## src/hdl/fbav_pkg.sv

```systemverilog
package fbav_pkg;

	// parse phases, one-hot
	typedef enum logic [7:0] {
		PH_IDLE = 8'b0000_0001,
		PH_HDR  = 8'b0000_0010,
		PH_AVER = 8'b0000_0100,
		PH_ALEN = 8'b0000_1000,
		PH_AFIX = 8'b0001_0000,
		PH_TL   = 8'b0010_0000,
		PH_DATA = 8'b0100_0000,
		PH_PAD  = 8'b1000_0000
	} phase_t;

	localparam int ERR_W = 11;
	localparam int PADDR_W = 3;
	localparam logic [PADDR_W-1:0] REG_CAE = 3'd0;

	typedef logic [ERR_W-1:0] errs_t;

	localparam errs_t E_HVER   = 11'h001;
	localparam errs_t E_OFFS   = 11'h002;
	localparam errs_t E_HSUM   = 11'h004;
	localparam errs_t E_AVER   = 11'h008;
	localparam errs_t E_LANG   = 11'h010;
	localparam errs_t E_PREDEF = 11'h020;
	localparam errs_t E_FILEID = 11'h040;
	localparam errs_t E_END    = 11'h080;
	localparam errs_t E_PAD    = 11'h100;
	localparam errs_t E_CKMISS = 11'h200;
	localparam errs_t E_CKBAD  = 11'h400;

	localparam logic [7:0] END_MARK = 8'hC1;
	localparam logic [7:0] TL_LEN_MASK = 8'h3F;
	localparam logic [7:0] FMT_VERSION = 8'h01;
	localparam logic [7:0] BOARD_OFFSET = 8'h01;

	localparam logic [7:0] OLD_HDR [0:7] = '{
		8'h01, 8'h00, 8'h00, 8'h08, 8'h00, 8'h00, 8'h00, 8'hF7
	};

endpackage

```

## src/hdl/fru_board_area_validator.sv

```systemverilog
// FRU board info area validator.
// Image bytes arrive on the s_ stream, one per request, in address order;
// s_tuser high marks header byte 0 of a new image and restarts the parse
// (an unfinished image then gives no result). Bytes outside a parse are dropped.
// Each byte is checked in the cycle it is taken: the 8-byte common header,
// then the board area walk (version, length, language, type/length fields,
// end marker, padding, zero-sum checksum).
// One result goes out on the m_ stream when the parse ends: at the area end,
// at the first error when continue_after_error is 0, or after the header when
// the area offset is wrong. m_tvalid rises in the cycle after the last byte is
// taken; throughput is one byte per cycle unless a stalled receiver holds up the
// input, set by the single state register update per byte.
// The result sits in an output register; a new byte is taken while it waits
// as long as it is being taken in the same cycle or the slot is empty, so a
// stalled receiver only holds up the input while a result is pending.
// Reset clears the parse to idle and continue_after_error to 0. The user must only
// write it over the APB port, address 0, while idle; the block does not enforce it.
module fru_board_area_validator #(
	parameter int AREA_LENGTH_UNIT = 8
) (
	input  logic        clk,
	input  logic        arst_n,
	// APB configuration
	input  logic        psel,
	input  logic        penable,
	input  logic        pwrite,
	input  logic [fbav_pkg::PADDR_W-1:0] paddr,
	input  logic [31:0] pwdata,
	output logic [31:0] prdata,
	output logic        pready,
	// image byte stream
	input  logic        s_tvalid,
	output logic        s_tready,
	input  logic [7:0]  s_tdata,   // [7:0] image_byte
	input  logic        s_tuser,   // [0] image_start
	// result stream
	output logic        m_tvalid,
	input  logic        m_tready,
	output logic [15:0] m_tdata    // [10:0] error_flags, [11] image_valid, [12] old_layout
);

	fbav_pkg::phase_t phase_q, n_phase;
	logic [3:0]  pos_q, n_pos;
	logic [11:0] left_q, n_left;
	logic [5:0]  fbl_q, n_fbl;
	logic [2:0]  fcnt_q, n_fcnt;
	logic [7:0]  hsum_q, n_hsum;
	logic [7:0]  asum_q, n_asum;
	logic        oldm_q, n_oldm;
	fbav_pkg::errs_t errs_q, n_errs;
	logic [7:0]  ver_q, n_ver;
	logic [7:0]  offs_q, n_offs;
	logic        cae_q;
	logic        res;
	logic        halt;
	logic        accept;
	logic [7:0]  b;
	logic [11:0] total;
	logic [11:0] left0;
	logic        out_valid_q;
	logic [15:0] out_data_q;

	assign b = s_tdata;
	assign accept = s_tvalid && s_tready;
	assign s_tready = !out_valid_q || m_tready;
	assign m_tvalid = out_valid_q;
	assign m_tdata = out_data_q;
	assign pready = 1'b1;
	assign prdata = (paddr == fbav_pkg::REG_CAE) ? {31'd0, cae_q} : 32'd0;
	assign total = oldm_q ? {4'd0, b} : 12'(b * AREA_LENGTH_UNIT);
	assign left0 = left_q;

	always_comb begin
		n_phase = phase_q;
		n_pos = pos_q;
		n_left = left_q;
		n_fbl = fbl_q;
		n_fcnt = fcnt_q;
		n_hsum = hsum_q;
		n_asum = asum_q;
		n_oldm = oldm_q;
		n_errs = errs_q;
		n_ver = ver_q;
		n_offs = offs_q;
		res = 1'b0;
		halt = 1'b0;

		if (s_tuser) begin
			n_phase = fbav_pkg::PH_HDR;
			n_pos = 4'd0;
			n_left = 12'd0;
			n_fbl = 6'd0;
			n_fcnt = 3'd0;
			n_hsum = 8'd0;
			n_asum = 8'd0;
			n_oldm = 1'b1;
			n_errs = '0;
			n_ver = 8'd0;
			n_offs = 8'd0;
		end

		case (n_phase)
			fbav_pkg::PH_IDLE: begin
			end
			fbav_pkg::PH_HDR: begin
				n_hsum = n_hsum + b;
				if (b != fbav_pkg::OLD_HDR[n_pos[2:0]])
					n_oldm = 1'b0;
				if (n_pos == 4'd0)
					n_ver = b;
				if (n_pos == 4'd3)
					n_offs = b;
				n_pos = n_pos + 4'd1;
				if (n_pos >= 4'd8) begin
					n_pos = 4'd0;
					n_phase = fbav_pkg::PH_AVER;
					if (!n_oldm) begin
						if (n_ver != fbav_pkg::FMT_VERSION) begin
							n_errs = n_errs | fbav_pkg::E_HVER;
							if (!cae_q) begin
								n_phase = fbav_pkg::PH_IDLE; res = 1'b1; halt = 1'b1;
							end
						end
						if (!halt && n_hsum != 8'd0) begin
							n_errs = n_errs | fbav_pkg::E_HSUM;
							if (!cae_q) begin
								n_phase = fbav_pkg::PH_IDLE; res = 1'b1; halt = 1'b1;
							end
						end
						if (!halt && n_offs != fbav_pkg::BOARD_OFFSET) begin
							n_errs = n_errs | fbav_pkg::E_OFFS;
							n_phase = fbav_pkg::PH_IDLE; res = 1'b1;
						end
					end
				end
			end
			fbav_pkg::PH_AVER: begin
				n_asum = b;
				n_ver = b;
				n_offs = 8'd0;
				n_pos = 4'd1;
				n_phase = fbav_pkg::PH_ALEN;
			end
			fbav_pkg::PH_ALEN: begin
				n_asum = n_asum + b;
				n_pos = 4'd2;
				if (total < 12'd6) begin
					n_errs = n_errs | fbav_pkg::E_PREDEF;
					if (!cae_q) begin
						n_phase = fbav_pkg::PH_IDLE; res = 1'b1; halt = 1'b1;
					end
					if (!halt) begin
						if (n_ver != fbav_pkg::FMT_VERSION)
							n_errs = n_errs | fbav_pkg::E_AVER;
						if (total <= 12'd2) begin
							// area too short to hold anything past the length
							n_errs = n_errs | fbav_pkg::E_END | fbav_pkg::E_CKMISS;
							if (total == 12'd2 && n_asum != 8'd0)
								n_errs = n_errs | fbav_pkg::E_CKBAD;
							n_phase = fbav_pkg::PH_IDLE; res = 1'b1; halt = 1'b1;
						end
					end
				end else if (n_ver != fbav_pkg::FMT_VERSION) begin
					n_errs = n_errs | fbav_pkg::E_AVER;
					if (!cae_q) begin
						n_phase = fbav_pkg::PH_IDLE; res = 1'b1; halt = 1'b1;
					end
				end
				if (!halt) begin
					n_left = total - 12'd2;
					n_phase = fbav_pkg::PH_AFIX;
				end
			end
			fbav_pkg::PH_AFIX, fbav_pkg::PH_TL, fbav_pkg::PH_DATA, fbav_pkg::PH_PAD: begin
				n_asum = n_asum + b;
				case (n_phase)
					fbav_pkg::PH_AFIX: begin
						if (n_pos == 4'd2 && b != 8'd0) begin
							n_errs = n_errs | fbav_pkg::E_LANG;
							if (!cae_q) begin
								n_phase = fbav_pkg::PH_IDLE; res = 1'b1; halt = 1'b1;
							end
						end
						if (!halt) begin
							n_pos = n_pos + 4'd1;
							if (n_pos >= 4'd6)
								n_phase = fbav_pkg::PH_TL;
						end
					end
					fbav_pkg::PH_TL: begin
						if (n_fcnt == 3'd4) begin
							// file ID: must leave room and be empty
							if (left0 < 12'd3 || b == fbav_pkg::END_MARK) begin
								n_errs = n_errs | fbav_pkg::E_PREDEF;
								if (!cae_q) begin
									n_phase = fbav_pkg::PH_IDLE; res = 1'b1; halt = 1'b1;
								end
							end
							if (!halt && b != fbav_pkg::END_MARK
									&& (b & fbav_pkg::TL_LEN_MASK) != 8'd0) begin
								n_errs = n_errs | fbav_pkg::E_FILEID;
								if (!cae_q) begin
									n_phase = fbav_pkg::PH_IDLE; res = 1'b1; halt = 1'b1;
								end
							end
							if (!halt)
								n_fcnt = 3'd5;
						end
						if (!halt) begin
							if (b == fbav_pkg::END_MARK) begin
								if (n_fcnt < 3'd4) begin
									n_errs = n_errs | fbav_pkg::E_PREDEF;
									if (!cae_q) begin
										n_phase = fbav_pkg::PH_IDLE; res = 1'b1; halt = 1'b1;
									end
								end
								if (!halt) begin
									n_phase = fbav_pkg::PH_PAD;
									if (left0 == 12'd1) begin
										n_errs = n_errs | fbav_pkg::E_CKMISS;
										if (!cae_q) begin
											n_phase = fbav_pkg::PH_IDLE; res = 1'b1;
										end
									end
								end
							end else begin
								if (n_fcnt < 3'd4)
									n_fcnt = n_fcnt + 3'd1;
								n_fbl = b[5:0];
								n_phase = (b[5:0] != 6'd0) ? fbav_pkg::PH_DATA : fbav_pkg::PH_TL;
							end
						end
					end
					fbav_pkg::PH_DATA: begin
						n_fbl = n_fbl - 6'd1;
						if (n_fbl == 6'd0)
							n_phase = fbav_pkg::PH_TL;
					end
					default: begin
						if (left0 > 12'd1 && b != 8'd0) begin
							n_errs = n_errs | fbav_pkg::E_PAD;
							if (!cae_q) begin
								n_phase = fbav_pkg::PH_IDLE; res = 1'b1;
							end
						end
					end
				endcase
				if (n_phase != fbav_pkg::PH_IDLE) begin
					n_left = n_left - 12'd1;
					if (n_left == 12'd0) begin
						halt = 1'b0;
						if (n_phase != fbav_pkg::PH_PAD) begin
							// area ended before the end marker
							if (n_fcnt <= 3'd4) begin
								n_errs = n_errs | fbav_pkg::E_PREDEF;
								if (!cae_q) halt = 1'b1;
							end
							if (!halt) begin
								n_errs = n_errs | fbav_pkg::E_END;
								if (!cae_q) halt = 1'b1;
							end
							if (!halt) begin
								n_errs = n_errs | fbav_pkg::E_CKMISS;
								if (!cae_q) halt = 1'b1;
							end
						end
						if (!halt && n_asum != 8'd0)
							n_errs = n_errs | fbav_pkg::E_CKBAD;
						n_phase = fbav_pkg::PH_IDLE;
						res = 1'b1;
					end
				end
			end
			default: begin
			end
		endcase
	end

	always_ff @(posedge clk or negedge arst_n) begin
		if (!arst_n) begin
			phase_q <= fbav_pkg::PH_IDLE;
			pos_q <= 4'd0;
			left_q <= 12'd0;
			fbl_q <= 6'd0;
			fcnt_q <= 3'd0;
			hsum_q <= 8'd0;
			asum_q <= 8'd0;
			oldm_q <= 1'b1;
			errs_q <= '0;
			ver_q <= 8'd0;
			offs_q <= 8'd0;
		end else if (accept) begin
			phase_q <= n_phase;
			pos_q <= n_pos;
			left_q <= n_left;
			fbl_q <= n_fbl;
			fcnt_q <= n_fcnt;
			hsum_q <= n_hsum;
			asum_q <= n_asum;
			oldm_q <= n_oldm;
			errs_q <= n_errs;
			ver_q <= n_ver;
			offs_q <= n_offs;
		end
	end

	always_ff @(posedge clk or negedge arst_n) begin
		if (!arst_n) begin
			cae_q <= 1'b0;
		end else if (psel && penable && pwrite && pready && paddr == fbav_pkg::REG_CAE) begin
			cae_q <= pwdata[0];
		end
	end

	always_ff @(posedge clk or negedge arst_n) begin
		if (!arst_n) begin
			out_valid_q <= 1'b0;
		end else if (accept && res) begin
			out_valid_q <= 1'b1;
		end else if (m_tready) begin
			out_valid_q <= 1'b0;
		end
	end

	always_ff @(posedge clk) begin
		if (accept && res) begin
			out_data_q <= {3'd0, n_oldm, (n_errs == '0), n_errs};
		end
	end

`ifndef SYNTHESIS
	a_valid_flag: assert property (@(posedge clk) disable iff (!arst_n)
		m_tvalid |-> (m_tdata[11] == (m_tdata[10:0] == 11'd0)))
		else $error("image_valid disagrees with error flags");

	a_res_ends_parse: assert property (@(posedge clk) disable iff (!arst_n)
		(accept && res) |=> phase_q == fbav_pkg::PH_IDLE)
		else $error("result given while parse continues");

	a_data_count: assert property (@(posedge clk) disable iff (!arst_n)
		phase_q == fbav_pkg::PH_DATA |-> fbl_q != 6'd0)
		else $error("field data phase with no bytes left");

	a_area_left: assert property (@(posedge clk) disable iff (!arst_n)
		(phase_q == fbav_pkg::PH_AFIX || phase_q == fbav_pkg::PH_TL
			|| phase_q == fbav_pkg::PH_DATA || phase_q == fbav_pkg::PH_PAD)
		|-> left_q != 12'd0)
		else $error("area walk with no bytes left");
`endif

endmodule

```

## config.mk

```make
export PLATFORM = sky130hd
export DESIGN_NAME = fru_board_area_validator
export DESIGN_NICKNAME = d
export VERILOG_FILES = /design/src/hdl/fbav_pkg.sv /design/src/hdl/fru_board_area_validator.sv
export SDC_FILE = /design/constraint.sdc
export NUM_CORES = 1
export LEC_CHECK = 0
export BUFFER_PORTS_ARGS = -buffer_cell sky130_fd_sc_hd__buf_2
export CORE_UTILIZATION = 40
export DETAILED_ROUTE_END_ITERATION = 10
export GPL_TIMING_DRIVEN = 0
export HOLD_SLACK_MARGIN = 0.12
export SLEW_MARGIN = 10
export SYNTH_ARGS = -nofsm -noshare
export SYNTH_HDL_FRONTEND = slang
export SYNTH_SLANG_ARGS = --single-unit
```

## constraint.sdc

```tcl
create_clock -name clk -period 3.6 [get_ports clk]
set_clock_uncertainty 0.2 [all_clocks]
set_input_delay 0.18 -clock clk [delete_from_list [all_inputs] [get_ports clk]]
set_output_delay 0.18 -clock clk [all_outputs]
set_load 0.02 [all_outputs]
```

==> results of run 1 <==
sequential cells by signal, summed over array words and instances (netlist names):
name and count:
errs_q 11, hsum_q 8, m_tvalid 1, cae_q 1
fcnt_q 3, m_tdata 13, ver_q 8, oldm_q 1
asum_q 8, phase_q 8, pos_q 4, offs_q 8
left0 12, fbl_q 6
placed cells by master (no fill, tap or decap), types with 12 or more instances in the layout:
cell type and count:
dfrtp_1 73, inv_1 28, clkbuf_16 15, nor2b_1 25
a22o_1 19, mux2i_1 12, nand3_1 20, o21ai_1 20
nor4_1 12, xnor2_1 16, a21oi_1 49, nor2_1 53
buf_2 37, nand2_1 66, o211ai_1 13, clkbuf_1 31
edfxtp_1 13, conb_1 35, ha_1 24, o21ai_0 56
nor3_1 26, buf_4 66
cells in the mapped netlist, drive strengths merged (9+ instances only):
| master | count |
|---|---|
| o21ai | 81 |
| dfrtp | 77 |
| nand2 | 67 |
| ha | 26 |
| and2 | 10 |
| a22oi | 11 |
| mux2i | 13 |
| xnor2 | 16 |
| a21oi | 57 |
| xor2 | 9 |
| edfxtp | 13 |
| buf | 47 |
| a31oi | 13 |
| nor3 | 28 |
| nor4 | 20 |
| nand2b | 9 |
| a22o | 19 |
| nand3 | 21 |
| nand4 | 10 |
| or3 | 9 |
| o211ai | 13 |
| mux2 | 9 |
| inv | 31 |
| nor2 | 53 |
| nor2b | 27 |
| clkbuf | 45 |
path summary, 6_finish.rpt:
check	slack [ps]	endpoint	start	depth (start not counted)
max	-70	phase_q[0]	fbl_q[3]	10
min	170	hsum_q[0]	s_tdata[0]	3
max reg2reg	-70	phase_q[0]	fbl_q[3]	10
min reg2reg	280	asum_q[3]	asum_q[3]	2
max in group asynchronous	2650	oldm_q	arst_n	3
min in group asynchronous	190	left0[5]	arst_n	3
final cells by class:
| type | instances | area, sq um |
|---|---|---|
| fill | 1657 | 8530 |
| clock buffer | 9 | 225 |
| timing repair buffer | 76 | 569 |
| clock inverter | 7 | 80.1 |
| multi-input combinational | 670 | 4560 |
| tap | 225 | 282 |
| sequential | 92 | 2370 |
| inverter | 31 | 119 |
| buffer | 85 | 619 |
where the power goes:
part / leakage, nW / internal, W / total, W / switching (W)
clock network: 0.143 / 0.000549 / 0.00101 / 0.000465
registers: 1.17 / 0.00119 / 0.00127 / 0.0000843
logic: 2.53 / 0.000464 / 0.00111 / 0.000643
repair_timing:
item | 4_1_cts | 5_1_grt
pin swaps | 15 | 26
endpoints found under the setup margin | 41 | 33
buffers inserted | 24 | 11
resized for setup | 50 | 26
cloned | 1 | 0
hold buffers | 6 | 0
endpoints found under the hold margin | 80 | 0
kinds of logic (layout without fill, tap and decap cells):
group / after synthesis / after routing / share of synthesized area, %
fa+ha+maj: 28 / 28 / 5.14
xor+xnor: 25 / 25 / 3.08
buf+inv: 123 / 208 / 8.72
compound gates: 268 / 269 / 24.9
flops: 92 / 92 / 33.3
other cells: 2 / 35 / 0.106
simple gates: 291 / 291 / 21.5
mux: 22 / 22 / 3.25
layer usage:
layer	vias up	share of wire, %	track usage (%)
met5	-	0	0
met1	3391	44	36.6
li1	3290	-	-
met4	0	3.5	11.2
met3	59	6.8	4.15
met2	284	46	42.8
worst max-delay path: stages (launching register included):
cell and delay (ps):
dfrtp_2 440, or3_4 390, or4_4 510, a31oi_4 200, a31oi_1 60, o32a_1 440
or4b_4 610, a21oi_4 290, a21oi_4 140, buf_6 180, a21o_1 140
through the flow:
stage          hold slack [ps]  setup TNS, ps  std cells  power [W]  setup slack (ps)
2_1_floorplan             -316          -1920        884    0.00201              -147
3_3_place_gp               205         -25650       1143    0.00226              -860
3_5_place_dp             -54.7         -25740       1144    0.00227              -883
4_1_cts                    187           -580       1187    0.00336             -45.8
5_1_grt                    198          -1180       1195    0.00358              -120
6_report                   172           -468       1195    0.00339             -69.3
==> metrics.md, run 1 <==
| Metric | Value |
|---|---|
| Layout Utilization | `50.9%` |
| Post-synthesis instance area | `7110 sq um` |
| Routed WL | `24000 um` |
| Post-Place Cell Area | `7850 sq um` |
| Ranking of synthesized cells by area | `dfrtp_1 (27%), edfxtp_1 (5.5%), ha_1 (4.6%)` |
| Finished Cell Area | `8830 sq um` |
| Ports | `102` |
| Post-Syn Area per Cell | `8.36 sq um` |
| Final net count | `1044` |
| Vias in the first global route | `6402` |
| Peak supply drop | `0.000276 V` |
| Root Buffer | `clkbuf_16` |
| Crit start category | `flop` |
| Clock transition at path regs | `70 ps` |
| N_diodes | `0` |
| DRT iter0 DRCs | `562` |
| Worst EP required | `3690 ps` |
| Die X | `135 um` |
| Fraction of layout cells with a size suffix above 1 | `22.1%` |
| Clock Tree Buf Depth | `2` |
| Via density | `5.88` |
| Final Hold Viols | `0` |
| TritonCTS buffer count | `9` |
| Failing checks | `setup timing` |
| Unrepaired setup endpoints after global routing | `yes` |
| Final WS setup | `-69.3 ps` |
| Cell Rows | `48` |
| CTS tree | `done` |
| Worst-path fanout max | `7` |
| Largest net degree at the start of global routing | `53` |
| Critical path class | `flop to flop` |
| Clk Latency, worst-skew pair | `370 ps` |
| Initial antenna violation count | `0` |
| Yosys cell types | `81` |
| Power per cell area | `385 nW/um^2` |
| GP Congestion | `0.931` |
| H-tree depth | `3` |
| Via count | `7024` |
| GRT Util Overall | `27.0%` |
| Drt first pass iters | `5` |
| Drt drc | `0` |
| First-pass GRT wire length | `37400 um` |
| Achievable Freq | `273 MHz` |
| Die area | `18300 sq um` |
| Worst Hold Class | `input pin to flop` |
| Core ar. | `17400 sq um` |
| Post-synth ARST share | `85.9%` |
| # setup viols final | `9` |
| GRT overflow | `0` |
| Crit path DAT | `3760 ps` |
| Flops & latches, synth | `92` |
| Wire per inst | `20.0 um` |
| Vert. Die Dim | `135 um` |
| Area grow syn2layout | `24.1%` |
| Sequential area share after synthesis | `33.3%` |
| Outcome | `complete, but fails checks` |
| Detail Route Antenna Nets | `0` |
| Tightest Pin Transition | `1140 ps` |
| Relative slew slack | `23.6%` |
| Yosys warnings | `0` |
| # port buffers | `34` |
| Post-synth EDFFs | `13` |
| Post-synth top area cell | `dfrtp_1` |
| Fin crit period | `3670 ps` |
| Slew Limit Fails | `0` |
| Hpwl dp | `16800 um` |
| Final period utilization | `102%` |
| Initial Util | `41.0%` |
| Max cap viols | `0` |
| Synth top area share | `27.1%` |
| Synth Instances | `851` |
| Clk sink count | `92` |
| Static Leak | `3.84 nW` |
| Primary FF master, synth | `dfrtp_1` |
| Crit. End Element | `flop` |
Note: power is estimated with default switching activity, not from simulation.
==> run 2: changes to the inputs <==
- ABC_AREA: not set -> 1
==> metrics.md, run 2 <==
| Metric | Value |
|---|---|
| Outcome | `completed` |
| Initial antenna violation count | `0 (unchanged)` |
| # port buffers | `35 (+2.9%)` |
| Fraction of layout cells with a size suffix above 1 | `13.6% (-8.5 points)` |
| Yosys cell types | `62 (-23%)` |
| Routed WL | `24600 um (+2.7%)` |
| Synth Instances | `1134 (+33%)` |
| Root Buffer | `clkbuf_16` |
| Tightest Pin Transition | `871 ps (-265 ps)` |
| Post-Place Cell Area | `8410 sq um (+7.2%)` |
| Area grow syn2layout | `13.4%` |
| Worst Hold Class | `input pin to flop` |
| Slew Limit Fails | `0 (unchanged)` |
| Ports | `102 (unchanged)` |
| Worst-path fanout max | `9 (+2)` |
| Commonest non-fill, non-tap cell in the layout | `nand2_1` |
| Area of the multi-input gates | `4470 sq um (-1.9%)` |
| GP Congestion | `0.962 (+3.3%)` |
| Peak supply drop | `0.000255 V (-7.7%)` |
| Clock Tree Buf Depth | `2 (unchanged)` |
| Primary FF master, synth | `dfrtp_1` |
| Flops & latches, synth | `92 (unchanged)` |
| Post-synthesis instance area | `7760 sq um (+9.1%)` |
| Critical path class | `input pin to flop` |
| Synth top area share | `24.8% (-2.3 points)` |
| GRT overflow | `0 (unchanged)` |
| Post-synth top area cell | `dfrtp_1` |
| N_diodes | `0 (unchanged)` |
| Post-synth EDFFs | `13 (unchanged)` |
| Clk sink count | `92 (unchanged)` |
| Die X | `141 um (+4.4%)` |
| Layout Utilization | `46.7% (-4.1 points)` |
| Power per cell area | `448 nW/um^2 (+16%)` |
| Sequential area share after synthesis | `30.5% (-2.8 points)` |
| Ranking of synthesized cells by area | `dfrtp_1 (25%), nand2_1 (11%), nor2_1 (6.8%)` |
| Final net count | `1297 (+24%)` |
| Final Hold Viols | `0 (unchanged)` |
| # setup viols final | `0 (-9)` |
| DRT iter0 DRCs | `535 (-4.8%)` |
| Drt drc | `0 (unchanged)` |
| Detail Route Antenna Nets | `0 (unchanged)` |
| Via density | `5.19 (-12%)` |
| Yosys warnings | `0 (unchanged)` |
| TritonCTS buffer count | `9 (unchanged)` |
| Final period utilization | `93.0% (-9.0 points)` |
| Max reg flops | `13 (unchanged)` |
| Storage cell area | `2370 sq um (-0.21%)` |
| Pwr Total | `0.00394 W (+16%)` |
| Post-Syn Area per Cell | `6.84 sq um (-18%)` |
| Unrepaired setup endpoints after global routing | `no` |
| Crit start category | `input pin` |
| Most common cell in the synthesized netlist | `nand2_1` |
| Wire per inst | `16.6 um (-17%)` |
| CTS tree | `done` |
| Die area | `20000 sq um (+8.9%)` |
| Crit. End Element | `flop` |
| Post-synth ARST share | `85.9% (unchanged)` |
| Worst EP required | `3620 ps (-70 ps)` |
| H-tree depth | `3 (unchanged)` |
| Hpwl dp | `19100 um (+14%)` |
| Relative slew slack | `41.9% (+18 points)` |
| Initial Util | `41.2% (+0.22 points)` |
| Via count | `7693 (+9.5%)` |
| Postcts setup bufs | `0 (-100%)` |
| Largest net degree at the start of global routing | `42 (-21%)` |
| Vert. Die Dim | `141 um (+4.4%)` |
| First-pass GRT wire length | `38800 um (+3.6%)` |
| Core ar. | `18800 sq um (+8.5%)` |
| Fin crit period | `3350 ps (-323 ps)` |
| Most frequent cells in the layout | `nand2_1 (233), nor2_1 (140), inv_1 (139)` |
| Crit path DAT | `3370 ps (-390 ps)` |
| Finished Cell Area | `8800 sq um (-0.35%)` |
| Cell Rows | `50 (+4.2%)` |
| Clk Latency, worst-skew pair | `360 ps (about the same)` |
| Setup TNS | `0 ps (+468 ps)` |
| GRT Util Overall | `25.4% (-1.6 points)` |
| Filler instances | `1943 (+17%)` |
| Vias in the first global route | `7078 (+11%)` |
| Top cells by count, synth | `nand2_1 (233), nor2_1 (141), inv_1 (140), o21ai_0 (81), dfrtp_1 (77)` |
| Clock transition at path regs | `70 ps (about the same)` |
| Drt first pass iters | `5 (unchanged)` |
| Static Leak | `4.35 nW (+13%)` |
| Max cap viols | `0 (unchanged)` |
| Achievable Freq | `299 MHz (+9.7%)` |
[run 2: cell types whose count changed after synthesis, moves of 12 or more]
cell and change:
nand2_1 +166, inv_1 +111, nor2_1 +88, nand3_1 +42, nor2b_1 -27, clkbuf_1 -23, nor3_1 -20, o21ai_0 +20
a22o_1 -18, nor4_1 -15, xor2_1 +14, a21oi_1 +13, nand2_2 +13, mux2i_1 -12
[run 2: path summary, 6_finish.rpt]
| check | cells after the start | endpoint | from | slack [ps] |
|---|---|---|---|---|
| hold reg to reg | 2 | asum_q[5] | asum_q[5] | 280 |
| min in group asynchronous | 2 | left0[3] | arst_n | 170 |
| setup / recovery | 19 | m_tdata[11] | s_tdata[3] | 250 |
| setup reg to reg | 14 | m_tdata[9] | oldm_q | 310 |
| max in group asynchronous | 3 | oldm_q | arst_n | 2340 |
| hold / removal | 3 | fbl_q[5] | s_tdata[5] | 140 |
[run 2: kinds of logic (layout without fill, tap and decap cells)]
| group | count (synthesis) | in the layout | synth area share, % |
|---|---|---|---|
| AOI/OAI and AO/OA | 244 | 244 | 18.1 |
| xor gates and xnor gates | 28 | 28 | 3.16 |
| adders and majority gates | 28 | 28 | 4.71 |
| buffers and inverters | 228 | 284 | 13.5 |
| DFF | 92 | 92 | 30.5 |
| muxes | 1 | 1 | 0.129 |
| other | 2 | 35 | 0.0968 |
| and+or+nand+nor | 511 | 511 | 29.8 |
[run 2: timing repair]
action                                  in CTS  in global routing
hold endpoints to repair                    83                  0
hold buffers                                 8                  0
gates resized for setup                      4                  4
endpoints found under the setup margin      49                 15
[run 2: per-stage QoR]
| step | hold WS (ps) | std cells | setup WS (ps) |
|---|---|---|---|
| global placement | 209 | 1462 | -1440 |
| CTS | 140 | 1484 | 86.7 |
| floorplan | -316 | 1167 | 68.1 |
| detailed placement | 24.5 | 1463 | -1420 |
| finish | 144 | 1483 | 254 |
| global route | 167 | 1483 | 23.0 |
[run 2: cell type report]
class,instances,share of cell area (%)
Inverter,154,6.69
Clock inverter,7,0.839
Buffer,70,5.15
Tap cell,260,3.70
Timing Repair Buffer,44,3.27
Clock buffer,9,2.56
Multi-Input combinational cell,847,50.9
Sequential cell,92,26.9
[run 2: per-layer routing]
metal / wire length, um / global-route usage (%) / vias to the layer above
met4: 454 / 7.49 / 0
met2: 11300 / 41.5 / 236
met3: 1230 / 3.10 / 33
met1: 11600 / 35.2 / 3570
li1: - / - / 3854
met5: 0 / 0 / -
[run 2: where the power goes]
group	total, W	internal (W)	switching (W)	leakage (nW)
Sequential	0.00133	0.00123	0.0000965	1.11
Clock	0.00100	0.000543	0.000457	0.148
Combinational	0.00161	0.000524	0.00109	3.09
Total	0.00394	0.00230	0.00164	4.35
[run 2: critical path: stages]
cell and delay, ps:
dlygate4sd3_1 520, buf_2 200, inv_1 240, nand2_1 140, nor2_1 100, nand2_1 240, nand3_1 200, nand3_2 200
nand3_1 180, o21ai_1 140, nor2_2 280, nand2_4 120, nand2_2 110, nor2_1 60, nand2_1 80, nand3_2 100
nor2_1 120, nand2_1 60, nor2_1 80
